## src/rtl/awbd_pkg.sv

```systemverilog
// Shared constants, configuration codes and pixel payload types of the box downscaler.
`default_nettype none

package awbd_pkg;

  localparam int CHAN_W    = 8;
  localparam int COORD_W   = 10;
  localparam int DIM_W     = 11;
  localparam int SHIFT_W   = 2;
  localparam int CFG_IDX_W = 2;
  localparam int ROW_LIMIT = 1024;

  localparam logic [CFG_IDX_W-1:0] CFG_SRC_WIDTH  = 2'd0;
  localparam logic [CFG_IDX_W-1:0] CFG_SRC_HEIGHT = 2'd1;
  localparam logic [CFG_IDX_W-1:0] CFG_SHRINK     = 2'd2;

  localparam logic [DIM_W-1:0]   RST_SRC_WIDTH  = 11'd1024;
  localparam logic [DIM_W-1:0]   RST_SRC_HEIGHT = 11'd1024;
  localparam logic [SHIFT_W-1:0] RST_SHRINK     = 2'd1;

  typedef struct packed {
    logic [CHAN_W-1:0] blue_in;
    logic [CHAN_W-1:0] green_in;
    logic [CHAN_W-1:0] red_in;
    logic [CHAN_W-1:0] alpha_in;
  } pix_in_t;

  typedef struct packed {
    logic [CHAN_W-1:0]  blue_out;
    logic [CHAN_W-1:0]  green_out;
    logic [CHAN_W-1:0]  red_out;
    logic [CHAN_W-1:0]  alpha_out;
    logic [COORD_W-1:0] out_x;
    logic [COORD_W-1:0] out_y;
    logic               end_of_image;
  } pix_out_t;

endpackage

`default_nettype wire

```

## src/rtl/awbd_divider.sv

```systemverilog
// Shared restoring divider that produces an eight-bit quotient, one bit per cycle.
`default_nettype none

module awbd_divider #(
  parameter int DVD_W = 22,
  parameter int DVS_W = 14
) (
  input  logic                        clk_i,
  input  logic                        rst_ni,
  input  logic                        start_i,
  input  logic [DVD_W-1:0]            dividend_i,
  input  logic [DVS_W-1:0]            divisor_i,
  output logic                        done_o,
  output logic [awbd_pkg::CHAN_W-1:0] quotient_o
);

  localparam int QW     = awbd_pkg::CHAN_W;
  localparam int STEP_W = $clog2(QW);

  logic              busy_q;
  logic [STEP_W-1:0] step_q;
  logic              done_q;
  logic [DVD_W-1:0]  rem_q;
  logic [DVD_W-1:0]  den_q;
  logic [QW-1:0]     quo_q;
  logic [DVD_W:0]    diff;
  logic              ge;
  logic              last_step;

  assign diff      = {1'b0, rem_q} - {1'b0, den_q};
  assign ge        = !diff[DVD_W];
  assign last_step = (step_q == STEP_W'(QW - 1));

  always_ff @(posedge clk_i or negedge rst_ni) begin
    if (!rst_ni) begin
      busy_q <= 1'b0;
      step_q <= '0;
      done_q <= 1'b0;
    end else begin
      done_q <= busy_q && last_step;
      if (start_i) begin
        busy_q <= 1'b1;
        step_q <= '0;
      end else if (busy_q) begin
        step_q <= step_q + 1'b1;
        if (last_step) begin
          busy_q <= 1'b0;
        end
      end
    end
  end

  always_ff @(posedge clk_i) begin
    if (start_i) begin
      rem_q <= dividend_i;
      den_q <= DVD_W'(divisor_i) << (QW - 1);
      quo_q <= '0;
    end else if (busy_q) begin
      if (ge) begin
        rem_q <= diff[DVD_W-1:0];
      end
      den_q <= den_q >> 1;
      quo_q <= {quo_q[QW-2:0], ge};
    end
  end

  assign done_o     = done_q;
  assign quotient_o = quo_q;

endmodule

`default_nettype wire

```

## config.mk

```make
export PLATFORM = sky130hd
export DESIGN_NAME = awbd_divider
export DESIGN_NICKNAME = d
export VERILOG_FILES = /design/src/rtl/awbd_pkg.sv /design/src/rtl/awbd_divider.sv
export SDC_FILE = /design/constraint.sdc
export NUM_CORES = 1
export LEC_CHECK = 0
export ABC_AREA = 1
export BUFFER_PORTS_ARGS = -buffer_cell sky130_fd_sc_hd__buf_2
export CORE_MARGIN = 3
export CORE_UTILIZATION = 58
export CTS_CLUSTER_SIZE = 14
export DETAILED_ROUTE_END_ITERATION = 6
export PLACE_DENSITY = 0.8
export SYNTH_ARGS = -nofsm -noshare
export SYNTH_HDL_FRONTEND = slang
export SYNTH_SLANG_ARGS = --single-unit
```

## constraint.sdc

```tcl
create_clock -name clk_i -period 2.7 [get_ports clk_i]
set_clock_uncertainty 0.05 [all_clocks]
set_input_delay 0 -clock clk_i [delete_from_list [all_inputs] [get_ports clk_i]]
set_output_delay 0 -clock clk_i [all_outputs]
set_load 0.02 [all_outputs]
```

==> flow_summary.yaml <==
floorplan:
  die_h_microns: 86.09
  die_area_sq_mm: 0.007411
  io_pins: 48
  start_util: 0.6137
  die_x_microns: 86.09
  num_rows: 28
  core-area_sq_mm: 0.006061
synth:
  synth_top_area_frac: 0.2906
  yosysWarningCount: 0
  synth.largest_area_cell: "edfxtp_1"
  synthesis.area_sq_mm: 0.003720
  ys_seq_elements: 56
  yosysSeqAreaShare: 0.4050
  ys_top_cells_by_area: "edfxtp_1, nand2_1, inv_1"
  syn_inst: 519
  synth_cell_types: 32
  synth_fp_nets: 582
  synth_area_per_cell_sq_um: 7.167
timing:
  hold_viol_final: 0
  relSlewSlack: 0.5873
  finalCritPeriodShare: 0.9382
  setup_tns_ps: 0
  finalSetupViolCount: 0
  drv_slew: 0
  worst_slew_pin_slew_ps: 618.4
  clock.fmax_ghz: 0.3948
  grt_setup_unrepaired: "no"
  timing.final.crit_period_ps: 2533
status:
  status: "finished clean"
layout:
  layout.nets: 668
  drive_gt1_frac: 0.1287
  final_util: 0.7424
  n_antenna_cell: 0
  area_growth_pct: 20.96
  fin_cells: 681
setup_path:
  worst_setup_path_end_kind: "register"
  arrival_ps: 2530
  crit_path_end: "rem_q[7]"
  cp-startpoint: "rem_q[0]"
  worst_r2r_path_depth: 13
  crit_type: "reg -> reg"
  r2r_end: "rem_q[7]"
  crit_fanout: 18
  startpoint_type: "register"
  required_ps: 2690
  r2r-start: "rem_q[0]"
  regToRegSetupSlack_ps: 170
placement:
  portBuffers: 47
  gp_congestion: 0.9755
  hpwlAfterDp_microns: 7443
  placed_cells: 636
clock_tree:
  cts_tree: "yes"
  clk_latency_ps: 310
  cts_buffer_depth: 2
  clock-sinks: 56
  cts_resized: 0
  cts_root_buffer: "clkbuf_8"
  cts.clk_slew.worst_paths_ps: 110
  htree_levels: 2
  cts_made_buffers: 5
power_and_ir_drop:
  p_per_area_mw_per_mm2: 924.5
  vdd_drop_max_mv: 0.6355
  fin_total_pwr_mw: 4.160
  leakage_nw: 2.312
global_routing:
  antenna_found_initial: 0
  grt_pass1_vias: 3522
  grt_max_degree: 42
  grt-ovfl-total: 0
  gr-usage-all-layers: 0.2892
  grt_first_pass_wirelength_microns: 16660
detailed_routing:
  wl_per_cell_microns: 14.96
  dr_wl_met2_microns: 5220
  ant_nets: 0
  drt-initial-drc-count: 167
  wl_met3_microns: 620
  drt_wl_total_microns: 10190
  drc: 0
  dr.pass1.iters: 5
  drt-met1-wl_microns: 4140
  vias: 3634
  dr.max_layer_used: "met4"
  viasPerCell: 5.336
worst_hold_path:
  whs_path_depth: 3
  hold_path_class: "in -> reg"
job:
  drv_cap: 0
[worst min path at each step]
stage,start,slack [ps],endpoint
after floorplan,rst_ni,-350,busy_q
after global placement,rst_ni,-230,done_o
after detailed placement,rst_ni,-230,done_o
after CTS,divisor_i[2],0.4,den_q[9]
after global routing,divisor_i[2],20,den_q[9]
final,divisor_i[2],4,den_q[9]
[area by class of cell]
cell class	instances	area (sq um)
clock buffer	5	68.82
clock inverter	3	20.02
fill	484	1562
inverter	93	349.1
multi-input combinational	361	1826
sequential	56	1506
tap	75	93.84
timing repair buffer	88	635.6
[cells in the final DEF, fill, tap and decap left out, types with 2 or more instances in the layout]
master and count:
a22o_1 2, nand4_1 3, nor3_1 3, or2_1 3, nand2_1 190, dlygate4sd3_1 37
o21ai_0 23, nand2_2 4, inv_2 4, ha_1 23, dfrtp_1 5, inv_1 88
buf_4 4, edfxtp_1 36, clkbuf_8 5, nor2_2 4, xnor2_1 3, nor2_1 27
nand3b_1 7, a21oi_2 2, nand3_1 32, a21oi_1 13, dfxtp_1 15, nand3_2 2
o21bai_1 2, o22ai_1 12, buf_2 47
[synthesized netlist by cell type]
| library cell | count |
|---|---|
| nand3b_1 | 7 |
| a21oi_2 | 2 |
| nor3_2 | 1 |
| nand3_1 | 32 |
| nand4_1 | 3 |
| inv_1 | 88 |
| nor2_1 | 27 |
| buf_2 | 4 |
| nand2_2 | 4 |
| o21ai_1 | 1 |
| ha_1 | 23 |
| nand3_2 | 2 |
| dfrtp_1 | 5 |
| o21ai_2 | 1 |
| xnor2_1 | 3 |
| clkinv_1 | 1 |
| o21bai_1 | 2 |
| a21oi_1 | 13 |
| edfxtp_1 | 36 |
| nor2_2 | 4 |
| nand2_1 | 190 |
| or2_2 | 1 |
| a22o_1 | 2 |
| dfxtp_1 | 15 |
| clkbuf_1 | 5 |
| inv_2 | 4 |
| fa_1 | 1 |
| o22ai_1 | 12 |
| nor3_1 | 3 |
| and2_1 | 1 |
| or2_1 | 3 |
| o21ai_0 | 23 |
[cells by family after synthesis]
| group | share of synthesized area |
|---|---|
| compound gates | 0.08577 |
| xor+xnor | 0.007065 |
| fa+ha+maj | 0.08275 |
| buf+inv | 0.1043 |
| flops | 0.4050 |
| simple gates | 0.3152 |
[timing repair]
item	CTS	global route
setup buffers	0	0
hold endpoints to repair	40	0
hold buffers	37	0
[report_power, final]
group	total (mW)	internal [mW]	switching, mW	leakage (nW)
clock	0.473	0.186	0.287	0.0489
combinational	2.42	0.843	1.57	1.69
sequential	1.27	1.19	0.0820	0.571
total	4.16	2.22	1.94	2.31
[worst max-delay path: stages, from the launching register on]
cell,delay [ps]
edfxtp_1,370
inv_1,70
ha_1,140
inv_1,70
fa_1,410
nand3_1,130
nand3_2,130
nand2_1,80
nand2_1,100
nand3_1,100
nand3_1,120
nand2_1,80
nand2_1,130
buf_4,270
[routing by layer]
layer  global-route usage  up-vias
met5                    0        -
met4              0.08489        0
met3              0.03746       15
met2               0.5333      132
met1               0.3484     1667
li1                     -     1820
[registers in the layout, summed over array words and instances (netlist names)]
signal	cells
rem_q	22
step_q	3
quotient_o	8
busy_q	1
done_o	1
den_q	21
[through the flow]
step / hold WS (ps) / cell area [sq um] / setup slack, ps
after global placement: -233.0 / 4040 / 292.6
after global routing: 20.77 / 4499 / 21.37
after CTS: 0.3885 / 4499 / 175.3
final: 3.825 / 4499 / 166.9
after detailed placement: -229.2 / 4040 / 194.2
after floorplan: -345.6 / 3720 / 306.8
No activity file was read; power rests on OpenSTA's default activity.
